--- config.mk ---
export PLATFORM = sky130hd
export DESIGN_NAME = gpio_port_with_edge_interrupts_core_flat
export DESIGN_NICKNAME = d
export VERILOG_FILES = /design/src/gpio_ei_pkg.sv /design/src/gpio_ei_in_if.sv /design/src/gpio_ei_out_if.sv /design/src/gpio_ei_lane.sv /design/src/gpio_ei_merge.sv /design/src/gpio_port_with_edge_interrupts_core.sv /design/src/flat_wrapper.sv
export SDC_FILE = /design/constraint.sdc
export NUM_CORES = 1
export LEC_CHECK = 0
export ABC_AREA = 1
export BUFFER_PORTS_ARGS = -buffer_cell sky130_fd_sc_hd__clkbuf_2
export CAP_MARGIN = 40
export CORE_MARGIN = 2
export CORE_UTILIZATION = 50
export CTS_BUF_LIST = sky130_fd_sc_hd__clkbuf_4
export CTS_CLUSTER_SIZE = 20
export DETAILED_ROUTE_END_ITERATION = 8
export PLACE_DENSITY_LB_ADDON = 0.25
export SYNTH_ARGS = -nofsm -noshare
export SYNTH_HDL_FRONTEND = slang
export SYNTH_SLANG_ARGS = --single-unit
export TNS_END_PERCENT = 20
--- constraint.sdc ---
create_clock -name clk_i -period 3.7 [get_ports clk_i]
set_input_delay 0.74 -clock clk_i [delete_from_list [all_inputs] [get_ports clk_i]]
set_output_delay 0.74 -clock clk_i [all_outputs]
set_load 0.05 [all_outputs]
--- src/gpio_ei_pkg.sv ---
`default_nettype none
// ----------------------------------------------------------------------------
// gpio_ei_pkg
// Opcodes, register indexes and lane structs shared by the GPIO port blocks.
// ----------------------------------------------------------------------------
package gpio_ei_pkg;

  // Word opcodes.
  localparam logic [1:0] OP_READ   = 2'd0;
  localparam logic [1:0] OP_WRITE  = 2'd1;
  localparam logic [1:0] OP_SAMPLE = 2'd2;

  // Register map.
  localparam logic [3:0] REG_MODE  = 4'd0;
  localparam logic [3:0] REG_OTYPE = 4'd1;
  localparam logic [3:0] REG_SPEED = 4'd2;
  localparam logic [3:0] REG_PULL  = 4'd3;
  localparam logic [3:0] REG_IDR   = 4'd4;
  localparam logic [3:0] REG_ODR   = 4'd5;
  localparam logic [3:0] REG_AFL   = 4'd6;
  localparam logic [3:0] REG_AFH   = 4'd7;
  localparam logic [3:0] REG_RISE  = 4'd8;
  localparam logic [3:0] REG_FALL  = 4'd9;
  localparam logic [3:0] REG_MASK  = 4'd10;
  localparam logic [3:0] REG_PEND  = 4'd11;

  // Pins per alternate-function register.
  localparam int unsigned AF_PINS = 8;

  // Command broadcast to all lanes and to the merge stage.
  typedef struct packed {
    logic       fire;
    logic [1:0] opcode;
    logic [3:0] reg_index;
  } lane_cmd_t;

  // Per-pin state as seen by the merge stage.
  typedef struct packed {
    logic [1:0] mode;
    logic       otype;
    logic [1:0] speed;
    logic [1:0] pull;
    logic       idr;
    logic       odr;
    logic [3:0] af;
    logic       rise;
    logic       fall;
    logic       mask;
    logic       pend;
    logic       odr_nx;
    logic       irq_nx;
  } lane_stat_t;

endpackage
`default_nettype wire

--- src/gpio_ei_in_if.sv ---
`default_nettype none
// ----------------------------------------------------------------------------
// gpio_ei_in_if
// Request channel: register reads, register writes and pin samples.
// ----------------------------------------------------------------------------
interface gpio_ei_in_if;
  logic        valid;
  logic        ready;
  logic [1:0]  opcode;
  logic [3:0]  reg_index;
  logic [31:0] write_data;
  logic [15:0] pin_levels;

  modport source (output valid, output opcode, output reg_index, output write_data,
                  output pin_levels, input ready);
  modport sink   (input valid, input opcode, input reg_index, input write_data,
                  input pin_levels, output ready);
endinterface
`default_nettype wire

--- src/gpio_ei_out_if.sv ---
`default_nettype none
// ----------------------------------------------------------------------------
// gpio_ei_out_if
// Response channel: read data, pin drive and interrupt line after each word.
// ----------------------------------------------------------------------------
interface gpio_ei_out_if;
  logic        valid;
  logic        ready;
  logic [31:0] read_data;
  logic [15:0] pin_drive;
  logic        irq;

  modport source (output valid, output read_data, output pin_drive, output irq,
                  input ready);
  modport sink   (input valid, input read_data, input pin_drive, input irq,
                  output ready);
endinterface
`default_nettype wire

--- src/gpio_ei_lane.sv ---
`default_nettype none
// ----------------------------------------------------------------------------
// gpio_ei_lane
// Register bits and edge detector of one pin.
// ----------------------------------------------------------------------------
module gpio_ei_lane import gpio_ei_pkg::*; #(
  parameter int unsigned PIN_ID = 0
) (
  input  wire logic        clk_i,
  input  wire logic        rst_ni,
  input  wire lane_cmd_t   cmd_i,
  input  wire logic [31:0] write_data_i,
  input  wire logic        pin_level_i,
  output lane_stat_t       stat_o
);

  localparam int unsigned AF_LSB  = (PIN_ID % AF_PINS) * 4;
  localparam bit          AF_HIGH = (PIN_ID >= AF_PINS);

  logic [1:0] mode_q, mode_d;
  logic       otype_q, otype_d;
  logic [1:0] speed_q, speed_d;
  logic [1:0] pull_q, pull_d;
  logic       idr_q, idr_d;
  logic       odr_q, odr_d;
  logic [3:0] af_q, af_d;
  logic       rise_q, rise_d;
  logic       fall_q, fall_d;
  logic       mask_q, mask_d;
  logic       pend_q, pend_d;

  always_comb begin
    mode_d  = mode_q;
    otype_d = otype_q;
    speed_d = speed_q;
    pull_d  = pull_q;
    idr_d   = idr_q;
    odr_d   = odr_q;
    af_d    = af_q;
    rise_d  = rise_q;
    fall_d  = fall_q;
    mask_d  = mask_q;
    pend_d  = pend_q;
    if (cmd_i.fire) begin
      case (cmd_i.opcode)
        OP_WRITE: begin
          case (cmd_i.reg_index)
            REG_MODE:  mode_d  = write_data_i[2*PIN_ID +: 2];
            REG_OTYPE: otype_d = write_data_i[PIN_ID];
            REG_SPEED: speed_d = write_data_i[2*PIN_ID +: 2];
            REG_PULL:  pull_d  = write_data_i[2*PIN_ID +: 2];
            REG_ODR:   odr_d   = write_data_i[PIN_ID];
            REG_AFL: begin
              if (!AF_HIGH) af_d = write_data_i[AF_LSB +: 4];
            end
            REG_AFH: begin
              if (AF_HIGH) af_d = write_data_i[AF_LSB +: 4];
            end
            REG_RISE:  rise_d  = write_data_i[PIN_ID];
            REG_FALL:  fall_d  = write_data_i[PIN_ID];
            REG_MASK:  mask_d  = write_data_i[PIN_ID];
            // Pending is write-one-to-clear.
            REG_PEND:  pend_d  = pend_q & ~write_data_i[PIN_ID];
            default: ;
          endcase
        end
        OP_SAMPLE: begin
          idr_d  = pin_level_i;
          pend_d = pend_q | (pin_level_i & ~idr_q & rise_q)
                          | (idr_q & ~pin_level_i & fall_q);
        end
        default: ;
      endcase
    end
  end

  always_ff @(posedge clk_i or negedge rst_ni) begin
    if (!rst_ni) begin
      mode_q  <= '0;
      otype_q <= 1'b0;
      speed_q <= '0;
      pull_q  <= '0;
      idr_q   <= 1'b0;
      odr_q   <= 1'b0;
      af_q    <= '0;
      rise_q  <= 1'b0;
      fall_q  <= 1'b0;
      mask_q  <= 1'b0;
      pend_q  <= 1'b0;
    end else begin
      mode_q  <= mode_d;
      otype_q <= otype_d;
      speed_q <= speed_d;
      pull_q  <= pull_d;
      idr_q   <= idr_d;
      odr_q   <= odr_d;
      af_q    <= af_d;
      rise_q  <= rise_d;
      fall_q  <= fall_d;
      mask_q  <= mask_d;
      pend_q  <= pend_d;
    end
  end

  always_comb begin
    stat_o.mode   = mode_q;
    stat_o.otype  = otype_q;
    stat_o.speed  = speed_q;
    stat_o.pull   = pull_q;
    stat_o.idr    = idr_q;
    stat_o.odr    = odr_q;
    stat_o.af     = af_q;
    stat_o.rise   = rise_q;
    stat_o.fall   = fall_q;
    stat_o.mask   = mask_q;
    stat_o.pend   = pend_q;
    stat_o.odr_nx = odr_d;
    stat_o.irq_nx = pend_d & mask_d;
  end

  // A selected rising edge always leaves the pending bit set.
  assert property (@(posedge clk_i) disable iff (!rst_ni)
    (cmd_i.fire && cmd_i.opcode == OP_SAMPLE && pin_level_i && !idr_q && rise_q)
      |=> pend_q)
    else $error("rising edge did not set pending");

  // Pending only rises on a sample word.
  assert property (@(posedge clk_i) disable iff (!rst_ni)
    (!pend_q && !(cmd_i.fire && cmd_i.opcode == OP_SAMPLE)) |=> !pend_q)
    else $error("pending set without a pin sample");

  // Writing a one to this pin's pending bit clears it.
  assert property (@(posedge clk_i) disable iff (!rst_ni)
    (cmd_i.fire && cmd_i.opcode == OP_WRITE && cmd_i.reg_index == REG_PEND
      && write_data_i[PIN_ID]) |=> !pend_q)
    else $error("pending not cleared by a one");

endmodule
`default_nettype wire

--- src/gpio_ei_merge.sv ---
`default_nettype none
// ----------------------------------------------------------------------------
// gpio_ei_merge
// Gathers the lane bits into register words and registers the response.
// ----------------------------------------------------------------------------
module gpio_ei_merge import gpio_ei_pkg::*; #(
  parameter int unsigned PIN_COUNT = 16
) (
  input  wire logic                        clk_i,
  input  wire lane_cmd_t                   cmd_i,
  input  wire lane_stat_t [PIN_COUNT-1:0]  lanes_i,
  output logic [31:0]                      read_data_o,
  output logic [15:0]                      pin_drive_o,
  output logic                             irq_o
);

  logic [31:0] mode_w, speed_w, pull_w, afl_w, afh_w;
  logic [15:0] otype_w, idr_w, odr_w, rise_w, fall_w, mask_w, pend_w, odr_nx_w;
  logic        irq_nx;
  logic [31:0] rd_d;
  logic [31:0] read_data_q;
  logic [15:0] pin_drive_q;
  logic        irq_q;

  always_comb begin
    mode_w   = '0;
    speed_w  = '0;
    pull_w   = '0;
    afl_w    = '0;
    afh_w    = '0;
    otype_w  = '0;
    idr_w    = '0;
    odr_w    = '0;
    rise_w   = '0;
    fall_w   = '0;
    mask_w   = '0;
    pend_w   = '0;
    odr_nx_w = '0;
    irq_nx   = 1'b0;
    for (int p = 0; p < PIN_COUNT; p++) begin
      mode_w[2*p +: 2]  = lanes_i[p].mode;
      speed_w[2*p +: 2] = lanes_i[p].speed;
      pull_w[2*p +: 2]  = lanes_i[p].pull;
      if (p < AF_PINS) begin
        afl_w[4*(p % AF_PINS) +: 4] = lanes_i[p].af;
      end else begin
        afh_w[4*(p % AF_PINS) +: 4] = lanes_i[p].af;
      end
      otype_w[p]  = lanes_i[p].otype;
      idr_w[p]    = lanes_i[p].idr;
      odr_w[p]    = lanes_i[p].odr;
      rise_w[p]   = lanes_i[p].rise;
      fall_w[p]   = lanes_i[p].fall;
      mask_w[p]   = lanes_i[p].mask;
      pend_w[p]   = lanes_i[p].pend;
      odr_nx_w[p] = lanes_i[p].odr_nx;
      irq_nx      = irq_nx | lanes_i[p].irq_nx;
    end
  end

  always_comb begin
    rd_d = '0;
    if (cmd_i.opcode == OP_READ) begin
      case (cmd_i.reg_index)
        REG_MODE:  rd_d = mode_w;
        REG_OTYPE: rd_d = {16'd0, otype_w};
        REG_SPEED: rd_d = speed_w;
        REG_PULL:  rd_d = pull_w;
        REG_IDR:   rd_d = {16'd0, idr_w};
        REG_ODR:   rd_d = {16'd0, odr_w};
        REG_AFL:   rd_d = afl_w;
        REG_AFH:   rd_d = afh_w;
        REG_RISE:  rd_d = {16'd0, rise_w};
        REG_FALL:  rd_d = {16'd0, fall_w};
        REG_MASK:  rd_d = {16'd0, mask_w};
        REG_PEND:  rd_d = {16'd0, pend_w};
        default:   rd_d = '0;
      endcase
    end
  end

  always_ff @(posedge clk_i) begin
    if (cmd_i.fire) begin
      read_data_q <= rd_d;
      pin_drive_q <= odr_nx_w;
      irq_q       <= irq_nx;
    end
  end

  assign read_data_o = read_data_q;
  assign pin_drive_o = pin_drive_q;
  assign irq_o       = irq_q;

endmodule
`default_nettype wire

--- src/gpio_port_with_edge_interrupts_core.sv ---
`default_nettype none
// ----------------------------------------------------------------------------
// gpio_port_with_edge_interrupts_core
// GPIO port with per-pin edge interrupt logic, one lane per pin.
// ----------------------------------------------------------------------------
//  Channel  Dir  Modport  Word contents
//  req_i    in   sink     opcode, reg_index, write_data, pin_levels
//  rsp_o    out  source   read_data, pin_drive, irq
//
// Every accepted word yields one response word in the next cycle.
// A new word is taken every cycle; the response register is the only stage,
// so req_i.ready drops only while a response is held by rsp_o.ready low.
// Reset clears all lane registers and the response valid flag; the response data registers are not reset.
// Register updates take effect at the accepting edge.
module gpio_port_with_edge_interrupts_core import gpio_ei_pkg::*; #(
  parameter int unsigned PIN_COUNT = 16
) (
  input  wire logic      clk_i,
  input  wire logic      rst_ni,
  gpio_ei_in_if.sink     req_i,
  gpio_ei_out_if.source  rsp_o
);

  lane_cmd_t                   cmd;
  lane_stat_t [PIN_COUNT-1:0]  lanes;
  logic                        out_valid_q, out_valid_d;
  logic                        in_ready;

  assign in_ready = !out_valid_q || rsp_o.ready;
  assign req_i.ready = in_ready;

  always_comb begin
    cmd.fire      = req_i.valid && in_ready;
    cmd.opcode    = req_i.opcode;
    cmd.reg_index = req_i.reg_index;
  end

  for (genvar p = 0; p < PIN_COUNT; p++) begin : g_lane
    gpio_ei_lane #(
      .PIN_ID (p)
    ) u_lane (
      .clk_i        (clk_i),
      .rst_ni       (rst_ni),
      .cmd_i        (cmd),
      .write_data_i (req_i.write_data),
      .pin_level_i  (req_i.pin_levels[p]),
      .stat_o       (lanes[p])
    );
  end

  gpio_ei_merge #(
    .PIN_COUNT (PIN_COUNT)
  ) u_merge (
    .clk_i       (clk_i),
    .cmd_i       (cmd),
    .lanes_i     (lanes),
    .read_data_o (rsp_o.read_data),
    .pin_drive_o (rsp_o.pin_drive),
    .irq_o       (rsp_o.irq)
  );

  assign out_valid_d = cmd.fire || (out_valid_q && !rsp_o.ready);

  always_ff @(posedge clk_i or negedge rst_ni) begin
    if (!rst_ni) begin
      out_valid_q <= 1'b0;
    end else begin
      out_valid_q <= out_valid_d;
    end
  end

  assign rsp_o.valid = out_valid_q;

  // A held response must block the request side.
  assert property (@(posedge clk_i) disable iff (!rst_ni)
    (out_valid_q && !rsp_o.ready) |-> !req_i.ready)
    else $error("request accepted while response stalled");

  // Every accepted word shows up as a response in the next cycle.
  assert property (@(posedge clk_i) disable iff (!rst_ni)
    cmd.fire |=> rsp_o.valid)
    else $error("accepted word produced no response");

  // Only reads return data.
  assert property (@(posedge clk_i) disable iff (!rst_ni)
    (cmd.fire && cmd.opcode != OP_READ) |=> (rsp_o.read_data == 32'd0))
    else $error("non-read word returned data");

endmodule
`default_nettype wire
--- src/flat_wrapper.sv ---
// flat-port wrapper written by rule: the top's interface ports become plain ports
module gpio_port_with_edge_interrupts_core_flat import gpio_ei_pkg::*;
#(
  parameter int unsigned PIN_COUNT = 16
)
  (clk_i, rst_ni, req_i_valid, req_i_opcode, req_i_reg_index, req_i_write_data, req_i_pin_levels, req_i_ready, rsp_o_valid, rsp_o_read_data, rsp_o_pin_drive, rsp_o_irq, rsp_o_ready);
  gpio_ei_in_if req_i_i ();
  gpio_ei_out_if rsp_o_i ();
  input  wire logic clk_i;
  input  wire logic rst_ni;
  input wire logic [$bits(req_i_i.valid)-1:0] req_i_valid;
  input wire logic [$bits(req_i_i.opcode)-1:0] req_i_opcode;
  input wire logic [$bits(req_i_i.reg_index)-1:0] req_i_reg_index;
  input wire logic [$bits(req_i_i.write_data)-1:0] req_i_write_data;
  input wire logic [$bits(req_i_i.pin_levels)-1:0] req_i_pin_levels;
  output wire logic [$bits(req_i_i.ready)-1:0] req_i_ready;
  output wire logic [$bits(rsp_o_i.valid)-1:0] rsp_o_valid;
  output wire logic [$bits(rsp_o_i.read_data)-1:0] rsp_o_read_data;
  output wire logic [$bits(rsp_o_i.pin_drive)-1:0] rsp_o_pin_drive;
  output wire logic [$bits(rsp_o_i.irq)-1:0] rsp_o_irq;
  input wire logic [$bits(rsp_o_i.ready)-1:0] rsp_o_ready;
  assign req_i_i.valid = req_i_valid;
  assign req_i_i.opcode = req_i_opcode;
  assign req_i_i.reg_index = req_i_reg_index;
  assign req_i_i.write_data = req_i_write_data;
  assign req_i_i.pin_levels = req_i_pin_levels;
  assign req_i_ready = req_i_i.ready;
  assign rsp_o_valid = rsp_o_i.valid;
  assign rsp_o_read_data = rsp_o_i.read_data;
  assign rsp_o_pin_drive = rsp_o_i.pin_drive;
  assign rsp_o_irq = rsp_o_i.irq;
  assign rsp_o_i.ready = rsp_o_ready;
  gpio_port_with_edge_interrupts_core #(.PIN_COUNT(PIN_COUNT)) u_core (.clk_i(clk_i), .rst_ni(rst_ni), .req_i(req_i_i), .rsp_o(rsp_o_i));
endmodule
======== Yosys cells after proc, flatten, opt, wreduce, memory -nomap -nowiden ========
Cells that the tools add are included.
storage, ports and cells
  register bits ........................... 322
  latch bits .............................. 0
  memory bits (writable) .................. 0
  bits in read-only memories .............. 0
  output and inout bits ................... 51
  memories kept ........................... 0
operators by class
  $add $sub $neg .......................... 0
  multipliers ............................. 0
  div/mod/pow operators ................... 0
  $lt $le $gt $ge ......................... 0
  equality and inequality tests ........... 13
  shift operators ......................... 0
  muxes and demuxes ....................... 145
  bitwise logic cells ..................... 191
  reduce and logical (&&, ||, !) cells .... 17
operators with widths
  kind                number
  $pmux 32 s12        1
  $mux 1              128
  $and 1x1->1         96
  $not 1->1           48
  $or 1x1->1          47
  $pmux 1 s2          16
  $reduce_and 3->1    8
  $eq 4x3->1 const B  4
  $eq 4x4->1 const B  4
  $eq 4x2->1 const B  2
  $eq 4x1->1 const B  1
  $logic_not 4->1     1
  $eq 2x1->1 const B  1
  $eq 2x2->1 const B  1
  $logic_and 1x1->1   2
  $logic_not 1->1     2
  $logic_not 2->1     1
  $logic_or 1x1->1    2
  $reduce_and 2->1    1

======== Longest topological paths before layout ========
Gate-level depths: netlist of the first run.
  depth after elaboration ................. 23
  depth in mapped cells ................... 14
  depth with buffers taken out ............ 14

======== Cells and area by module ========
From an unflattened synthesis of the first run, not the netlist that was laid out.
second synthesis, totals
  cells, all modules ...................... 2379
  area, all modules ....................... 18436.4 um2
modules (own cells, without submodules)
  module                                        times used  cells each  area each (um2)  seq. area each (um2)
  gpio_ei_lane at u_core.g_lane[1].u_lane ...   7           108         908.4            425.4
  gpio_ei_lane at u_core.g_lane[11].u_lane ...  6           108         879.6            425.4
  gpio_ei_merge                                 1           651         4080.2           1471.4
  gpio_ei_lane at u_core.g_lane[0].u_lane       1           105         902.1            425.4
  gpio_ei_lane at u_core.g_lane[10].u_lane      1           107         888.4            425.4
  gpio_ei_lane at u_core.g_lane[15].u_lane      1           106         884.6            425.4
  gpio_port_with_edge_interrupts_core           1           6           45.0             25.0

======== Worst setup path after synthesis of the first run ========
Ideal clock, no wire load.
  kind .................................... input-to-reg
  start ................................... in rsp_o_ready
  end ..................................... reg u_core.u_merge.irq_q, in the netlist u_core.u_merge.irq_o (enable)
  setup time .............................. 0.403 ns
  data arrival time ....................... 2.179 ns
  data required time ...................... 3.297 ns
  setup slack ............................. 1.117 ns
  stages .................................. 4
  buffers on the path ..................... 0
  path through ............................ inv_1 > nand2_2 > nand2_1 > inv_1
RTL lines
  item                  line                 text
  start, declared       flat_wrapper.sv:21   input wire logic [$bits(rsp_o_i.ready)-1:0] rsp_o_ready;
  end signal, assigned  gpio_ei_merge.sv:86  irq_q <= irq_nx;
  end, declared         gpio_ei_merge.sv:23  logic irq_q;

======== Worst setup path after layout of the first run ========
  start ................................... reg u_core.u_merge.read_data_q[12], in the netlist u_core.u_merge.read_data_o[12]
  end ..................................... out rsp_o_read_data[12]
RTL lines
  item                    line                 text
  start, declared         gpio_ei_merge.sv:21  logic [31:0] read_data_q;
  start signal, assigned  gpio_ei_merge.sv:84  read_data_q <= rd_d;
  end, declared           flat_wrapper.sv:18   output wire logic [$bits(rsp_o_i.read_data)-1:0] rsp_o_read_data;
No word-level cell between the ends.

==> reports/results.ini, run 1 <==
[floorplan]
dieArea_um2 = 30500
initial_utilization = 0.507
die_h_um = 175
core_um2 = 28700
die_x_um = 175
ios = 109
rows = 62

[worst_setup_path]
worstSetupEndpointType = output pin
cpMaxStageDelayCell = edfxtp_1
reg2reg_slack_ns = 1.61
required_ns = 2.96
crit_type = flip-flop to output pin
crit_start = u_core.u_merge.read_data_o[12]
cp_max_fo = 1
cp.depth = 1
timing.rr.end = u_core.u_merge.irq_o
crit_arrival_ns = 1.53
r2r-start = u_core.rsp_o.valid
crit_buf_inv = 1
crit_family = flip-flops
worstRegToRegCells = 11
startpoint_type = flip-flop
crit_chain = clkbuf_2
cpPeakStageDelay_ns = 0.50
critPathCapture = rsp_o_read_data[12]

[worst_hold_path]
hold_path_class = input port to asynchronous set/reset pin

[run_status]
status = complete, no violations

[flow_run]
cap_viol_max_count = 0

[finish]
seq_area_um2 = 8300
drive_gt1_frac = 0.159
most-common-layout-cells = nand2_1 (394), inv_1 (297), dfrtp_1 (273)
post-route-util = 0.579
multi_input_area_um2 = 4690
fin_cells = 2293
areaGrowthSynthToFinish_pct = 14.1
design_area_um2 = 16600
nNetsFinal = 1903
final_common_cell = nand2_1
final.fill_count = 2639

[timing]
rsz0062_at_grt = false
setup_viol = 0
timing.final.ws_setup_ns = 1.43
fmaxAchievable_mhz = 440
fin_tns_setup_ns = 0
layout_min_cycle_time_ns = 2.27
period_share = 0.614
hold_viol_final = 0
fin_skew_ns = 0.0530
hold_ws_ns = 0.0797
slew_headroom = 0.347
worst_slew_pin_slew_ns = 0.970
drv_slew = 0

[routing]
wl_per_cell_um = 18.0
vias = 12200
drt-total-wl_mm = 41.3
viasPerCell = 5.32
drtAntennaViolNets = 0
drt_iter0_drc = 1296
drt_first_pass_iters = 6
drcViolationCount = 0

[power]
power.switching_mw = 2.62
ir_worst_vdd_mv = 0.227
power.share.clock = 0.353
p_per_area_nw_per_um2 = 535
intPower_mw = 6.26
p_leak_nw = 8.19
power_mw = 8.88
combPwrFrac = 0.158
swShare = 0.295
p_seq_frac = 0.490

[synthesis]
syn_avg_cell_area_um2 = 8.50
yosys_register_bits = 322
yosysUniqueCellTypes = 26
synth.cell_area_um2 = 14600
synth_warnings = 0
synth_area_leader_cell = dfrtp_1
ys_top_cells_by_area = dfrtp_1 (47%), nand2_1 (10%), edfxtp_1 (10%)
syn-num-nets = 1774
syn_inst = 1713
ys_seq_area_frac = 0.570
synth_top_area_frac = 0.469

[clocking]
cts_tree = yes
hold_buffers = 0
cts_resized = 0
numCtsBuffers = 81
cts_sinks = 322
insertion_delay_ns = 0.72
clockBufferDepth = 3
cts-root-buf = clkbuf_4
cts.clk_slew.worst_paths_ns = 0.06
cts_setup_buffers = 0
h-tree-depth = 3

[global_route]
grt_pass1_wl_mm = 65.4
overflow = 0
grt_max_degree = 95
antenna_found_initial = 1
grt_pass1_vias = 11900
globalRouteTotalUtil = 0.277

[place]
dp_hpwl_mm = 27.0
dpl_cell_area_um2 = 15500
place_ws_ns = 0.992
dp.cells = 2142
gp_congestion = 0.943
port_buffers = 108

[state kept, by name (all words and copies together), names as in the netlist]
signal and cells:
u_core.g_lane.u_lane.mask_q 16, u_core.u_merge.irq_o 1, u_core.rsp_o.valid 1, u_core.g_lane.u_lane.af_q 64, u_core.u_merge.read_data_o 32, u_core.g_lane.u_lane.speed_q 32
u_core.g_lane.u_lane.pend_q 16, u_core.g_lane.u_lane.rise_q 16, u_core.g_lane.u_lane.otype_q 16, u_core.g_lane.u_lane.pull_q 32, u_core.g_lane.u_lane.mode_q 32, u_core.g_lane.u_lane.odr_q 16
u_core.g_lane.u_lane.fall_q 16, u_core.u_merge.pin_drive_o 16, u_core.g_lane.u_lane.idr_q 16
[layout make-up]
type	count	area share
Timing Repair Buffer	143	0.0560
Antenna cell	1	0.000151
Multi-Input combinational cell	995	0.282
Inverter	299	0.0676
Clock buffer	125	0.0565
Sequential cell	322	0.500
Tap cell	384	0.0289
Clock inverter	24	0.00881
[synthesized netlist by cell type]
master and instances:
nand2_4 1, nor2_2 6, o21ai_1 15, inv_2 1, buf_6 1, nor2_4 9, ha_1 3, and2_1 15
nand3_2 1, clkbuf_1 42, o31ai_1 3, edfxtp_1 49, nand2_2 11, nor3_1 16, nand2_1 394, a211oi_1 9
nor2_1 83, o21ai_0 249, buf_4 4, or2_2 1, buf_2 43, nand3_1 63, dfrtp_1 273, o22ai_1 116
inv_1 298, buf_1 7
[per-layer routing]
metal | up-vias | track usage | routed length, µm
li1 | 5782 | - | -
met1 | 5799 | 0.386 | 18100
met2 | 530 | 0.431 | 18700
met3 | 94 | 0.0581 | 3310
met4 | 0 | 0.104 | 1230
met5 | - | 0 | 0
[cells by family after synthesis]
logic type	after synthesis	synth area share
AND/OR/NAND/NOR	600	0.173
buffers and inverters	396	0.107
AO/OA/AOI/OAI	392	0.147
flip-flops	322	0.570
adder cells (fa/ha/maj)	3	0.00258
[power by group through the flow]
stage | logic [mW] | registers [mW] | clock network (mW)
after floorplan | 0.801 | 4.49 | 0
after global placement | 1.33 | 4.39 | 0
after detailed placement | 1.38 | 4.41 | 0
after CTS | 1.39 | 4.34 | 3.20
after global routing | 1.57 | 4.40 | 3.40
final | 1.40 | 4.35 | 3.13
[worst min-delay path by stage]
stage | end | from | slack, ns
floorplan | u_core.g_lane[0].u_lane.af_q[0] | rst_ni | 0.44
global placement | u_core.g_lane[11].u_lane.mask_q | u_core.g_lane[11].u_lane.mask_q | 0.48
detailed placement | u_core.g_lane[4].u_lane.mask_q | u_core.g_lane[4].u_lane.mask_q | 0.49
CTS | u_core.g_lane[10].u_lane.speed_q[0] | rst_ni | 0.07
global route | u_core.g_lane[13].u_lane.speed_q[1] | rst_ni | 0.09
finish | u_core.g_lane[13].u_lane.speed_q[1] | rst_ni | 0.08
(Power assumes the default switching activity.)
==> run 2, diff against run 1 <==
==> constraint.sdc (replaced) <==
create_clock -name clk_i -period 1.9 [get_ports clk_i]
set_input_delay 0.38 -clock clk_i [delete_from_list [all_inputs] [get_ports clk_i]]
set_output_delay 0.38 -clock clk_i [all_outputs]
set_load 0.05 [all_outputs]
==> run 2 against run 1 <==
Against the previous run: count of clock-buffer cells in the layout up 3; clock skew down 0.027 ns; clock power up 98%; utilization up 5.0 points; first-iteration DRC count down 7.1%; design area up 8.6%; via count up 4.2%; register-to-register slack worse by 1.5 ns; wire length up 1.0%; critical path depth up 2; final cell count up 5.9%; worst setup slack worse by 1.4 ns; critical path type unchanged.
==> reports/results.ini, run 2 (synthesized netlist as in run 1, its figures left out) <==
[floorplan]
dieArea_um2 = 30500
die_h_um = 175
initial_utilization = 0.507
core_um2 = 28700
die_x_um = 175
ios = 109
rows = 62

[power]
power.switching_mw = 5.18
power.share.clock = 0.351
intPower_mw = 12.5
ir_worst_vdd_mv = 0.555
swShare = 0.293
combPwrFrac = 0.169
p_per_area_nw_per_um2 = 977
p_seq_frac = 0.480
p_leak_nw = 8.94

[finish]
most-common-layout-cells = nand2_1 (393), inv_1 (297), dfrtp_1 (272)
final_common_cell = nand2_1
seq_area_um2 = 8300
final.fill_count = 2453
multi_input_area_um2 = 4720
largest_register_ffs = 64
drive_gt1_frac = 0.200
regMostFlops = u_core.g_lane.u_lane.af_q
areaGrowthSynthToFinish_pct = 24.0
design_area_um2 = 18000
nNetsFinal = 2039

[global_route]
grt_pass1_wl_mm = 67.0
globalRouteTotalUtil = 0.282
antenna_found_initial = 2
overflow = 0
grt_busiest_layer = met2
gr-usage-met1 = 0.402
grt_pass1_vias = 12400
use_met3 = 0.0640
grt.met2_usage = 0.433
grt_max_degree = 57

[routing]
viasPerCell = 5.23
drt-total-wl_mm = 41.8
drcViolationCount = 0
drtAntennaViolNets = 0
drt_first_pass_iters = 5
wl_per_cell_um = 17.2
drt_iter0_drc = 1204
vias = 12700

[clocking]
numCtsBuffers = 85
cts-root-buf = clkbuf_4
cts_setup_buffers = 0
h-tree-depth = 3
insertion_delay_ns = 0.70
cts_sinks = 322
cts.clk_slew.worst_paths_ns = 0.07
clockBufferDepth = 3
cts_tree = yes

[place]
dpl_cell_area_um2 = 16500
gp_congestion = 0.939
port_buffers = 108
dp_hpwl_mm = 28.4

[timing]
fin_skew_ns = 0.0256
fin_tns_setup_ns = 0
period_share = 0.982
drv_slew = 0
slew_headroom = 0.578
setup_viol = 0
rsz0062_at_grt = true
hold_viol_final = 0
fmaxAchievable_mhz = 536
layout_min_cycle_time_ns = 1.87
worst_slew_pin_slew_ns = 0.626

[worst_setup_path]
crit_arrival_ns = 1.49
crit_type = flip-flop to output pin
worstSetupEndpointType = output pin
r2r-start = u_core.rsp_o.valid
cp_max_fo = 3
reg2reg_slack_ns = 0.09
required_ns = 1.52
startpoint_type = flip-flop
worstRegToRegCells = 12
timing.rr.end = u_core.u_merge.irq_o

[flow_run]
cap_viol_max_count = 0

[worst_hold_path]
worstHoldStart = req_i_write_data[5]
hold_depth = 3
hold_path_class = input port to flip-flop
hold_end = u_core.g_lane[5].u_lane.mask_q

[run_status]
status = complete, no violations

## run 2: layout make-up
class / instances / area share
multi-input combinational: 995 / 0.262
inverter: 299 / 0.0624
antenna: 2 / 0.000277
sequential: 322 / 0.460
clock inverter: 24 / 0.00839
clock buffer: 128 / 0.0532
tap: 384 / 0.0266
timing repair buffer: 275 / 0.127
## run 2: how the worst max path moves through the flow
stage | from | to | slack [ns]
after floorplan | req_i_opcode[0] | u_core.u_merge.irq_o | -0.02
after global placement | req_i_opcode[0] | u_core.u_merge.irq_o | -0.24
after detailed placement | req_i_opcode[0] | u_core.u_merge.irq_o | -0.27
after CTS | u_core.rsp_o.valid | req_i_ready | 0.004
after global routing | u_core.rsp_o.valid | req_i_ready | -0.03
final | u_core.rsp_o.valid | req_i_ready | 0.03
## run 2: worst max-delay path, stage by stage, from the launching register on
cell and delay (ns):
dfrtp_2 0.44, nand2_8 0.08, buf_6 0.11, clkbuf_16 0.15
## run 2: through the flow
stage	hold slack [ns]	instances	worst slack (ns)	utilization	total power, mW
2_1_floorplan	0.0844	1713	-0.0245	-	10.3
3_3_place_gp	0.338	2238	-0.235	0.576	11.3
3_5_place_dp	0.339	2238	-0.272	0.576	11.4
4_1_cts	0.0295	2427	0.00386	0.628	17.7
5_1_grt	0.0473	2429	-0.0285	0.629	18.6
6_report	0.0565	2429	0.0350	0.629	17.6
## run 2: what timing repair did
item	in CTS	in global routing
endpoints found under the hold margin	228	0
hold buffers	37	0
endpoints found under the setup margin	2	2
gates resized for setup	5	2
pin swaps	1	0
## run 2: power by group through the flow
stage	clock [mW]	combinational (mW)	sequential, mW
floorplan	0	1.57	8.75
global placement	0	2.79	8.55
detailed placement	0	2.86	8.58
CTS	6.32	2.95	8.46
global route	6.68	3.33	8.56
finish	6.19	2.98	8.47
## run 2: layer usage
layer	vias up	share of wire
li1	6054	-
met1	6031	0.44
met2	559	0.45
met3	68	0.083
met4	0	0.022
met5	-	0
==> run 3, diff against run 2 <==
==> constraint.sdc (replaced) <==
create_clock -name clk_i -period 1.9 [get_ports clk_i]
set_input_delay 0.285 -clock clk_i [delete_from_list [all_inputs] [get_ports clk_i]]
set_output_delay 0.285 -clock clk_i [all_outputs]
set_load 0.05 [all_outputs]
==> run 3 against run 2 <==
Against the previous run: wire length is 0.46% higher; first-iteration DRC count is 18% higher; design area is 0.58% lower; count of clock-buffer cells in the layout is 4 lower; largest power group unchanged; die area stayed put; worst setup slack better by 0.025 ns; final cell count is 0.33% lower; maximum frequency is 1.4% higher; via count hardly changed; combinational power hardly changed.
==> reports/results.ini, run 3 (synthesized netlist as in run 1, its figures left out) <==
[floorplan]
ios = 109
rows = 62
core_um2 = 28700
die_h_um = 175
dieArea_um2 = 30500
initial_utilization = 0.507
die_x_um = 175

[global_route]
gr-usage-met1 = 0.402
grt_max_degree = 55
grt.met2_usage = 0.422
globalRouteTotalUtil = 0.283
grt_pass1_vias = 12500
antenna_found_initial = 2
grt_busiest_layer = met2
use_met3 = 0.0627
grt_pass1_wl_mm = 67.2
overflow = 0

[power]
ir_worst_vdd_mv = 0.512
p_per_area_nw_per_um2 = 968
p_seq_frac = 0.487
intPower_mw = 12.1
combPwrFrac = 0.171
p_leak_nw = 8.83
swShare = 0.302
power.share.clock = 0.342
power.switching_mw = 5.24

[routing]
vias = 12700
drt-total-wl_mm = 42.0
drcViolationCount = 0
wl_per_cell_um = 17.3
drtAntennaViolNets = 0
viasPerCell = 5.25
drt_iter0_drc = 1417
drt_first_pass_iters = 5

[worst_setup_path]
cpPeakStageDelay_ns = 0.44
cp_max_fo = 24
crit_arrival_ns = 2.31
worstRegToRegCells = 7
startpoint_type = flip-flop
required_ns = 2.37
crit_chain = nand2_8 > nand3_2 > buf_4 > nor2_2 > buf_12 > o21ai_0 > buf_4
r2r-start = u_core.rsp_o.valid
cpMostUsedCell = buf_4
reg2reg_slack_ns = 0.06
crit_type = flip-flop to flip-flop
cpMaxStageDelayCell = dfrtp_2
timing.rr.end = u_core.u_merge.pin_drive_o[15]
worstSetupEndpointType = flip-flop

[timing]
fin_skew_ns = 0.0528
rsz0062_at_grt = false
slew_headroom = 0.698
worst_slew_pin_slew_ns = 0.450
layout_min_cycle_time_ns = 1.84
fmaxAchievable_mhz = 544
fin_tns_setup_ns = 0
drv_slew = 0
setup_viol = 0
period_share = 0.968
hold_viol_final = 0

[finish]
largest_register_ffs = 64
multi_input_area_um2 = 4720
nNetsFinal = 2029
seq_area_um2 = 8300
design_area_um2 = 17900
most-common-layout-cells = nand2_1 (393), inv_1 (297), dfrtp_1 (272)
post-route-util = 0.625
final_common_cell = nand2_1
final.fill_count = 2449
regMostFlops = u_core.g_lane.u_lane.af_q
drive_gt1_frac = 0.190
areaGrowthSynthToFinish_pct = 23.3

[place]
dp_hpwl_mm = 28.4
dpl_cell_area_um2 = 16400
gp_congestion = 0.885
port_buffers = 108

[clocking]
clockBufferDepth = 3
h-tree-depth = 3
cts.clk_slew.worst_paths_ns = 0.08
cts_tree = yes
cts-root-buf = clkbuf_4
insertion_delay_ns = 0.73
numCtsBuffers = 84
cts_sinks = 322

[worst_hold_path]
worstHoldStart = req_i_write_data[2]
hold_path_class = input port to flip-flop
hold_depth = 3
hold_end = u_core.g_lane[2].u_lane.fall_q

[flow_run]
cap_viol_max_count = 0

[run_status]
status = complete, no violations

-- run 3: cell types whose count changed in the layout (fill, tap and decap cells not counted), sizes merged, moves of 2 or more --
cell	before	now
buf	131	113
dlygate4sd3	37	46
clkinv	18	26
clkbuf	235	231
bufinv	2	0
clkinvlp	2	4
inv	301	299
-- run 3: critical path, delay by kind of cell, from the launching register on --
family / cells / cell delay, ns
compound gates: 1 / 0.15
flops: 1 / 0.44
buf+inv: 3 / 0.60
simple gates: 3 / 0.39
-- run 3: routing by layer --
layer  vias to the layer above  wire length, µm
met2                       562            18600
met4                         0             1300
li1                       6036                -
met3                        82             3920
met5                         -                0
met1                      6038            18100
-- run 3: timing repair --
action / in CTS / in global routing
setup endpoints to repair: 1 / 1
hold buffers: 46 / 0
gates cloned: 0 / 0
buffers inserted: 0 / 5
endpoints found under the hold margin: 394 / 0
pin swaps: 0 / 2
gates resized for setup: 1 / 0
-- run 3: area by class of cell --
type | instances | area share
inverters | 299 | 0.0628
multi-input cells | 995 | 0.263
clock inverters | 30 | 0.00795
diodes | 1 | 0.000139
repair buffers | 266 | 0.125
clock buffers | 124 | 0.0519
flip-flops and latches | 322 | 0.463
well taps | 384 | 0.0268
-- run 3: power groups by stage --
stage | combinational [mW] | sequential, mW | clock (mW)
finish | 2.97 | 8.46 | 5.94
global route | 3.33 | 8.56 | 6.44
CTS | 2.94 | 8.45 | 6.06
detailed placement | 2.85 | 8.58 | 0
global placement | 2.77 | 8.54 | 0
floorplan | 1.57 | 8.75 | 0
-- run 3: how the worst max path moves through the flow --
stage	from	end	cells after the start
2_1_floorplan	u_core.rsp_o.valid	u_core.u_merge.irq_o	3
3_3_place_gp	req_i_opcode[0]	u_core.u_merge.irq_o	16
3_5_place_dp	req_i_opcode[0]	u_core.u_merge.irq_o	16
4_1_cts	u_core.rsp_o.valid	req_i_ready	2
5_1_grt	u_core.rsp_o.valid	u_core.u_merge.pin_drive_o[15]	7
6_report	u_core.rsp_o.valid	u_core.u_merge.pin_drive_o[15]	7
-- run 3: stage by stage --
| step | instances | setup WS (ns) | hold slack (ns) | power (mW) |
|---|---|---|---|---|
| 2_1_floorplan | 1713 | -0.0104 | -0.0106 | 10.3 |
| 3_3_place_gp | 2215 | -0.151 | 0.198 | 11.3 |
| 3_5_place_dp | 2215 | -0.176 | 0.202 | 11.4 |
| 4_1_cts | 2415 | 0.0631 | 0.00479 | 17.5 |
| 5_1_grt | 2421 | 0.0429 | 0.0314 | 18.3 |
| 6_report | 2421 | 0.0603 | 0.0497 | 17.4 |
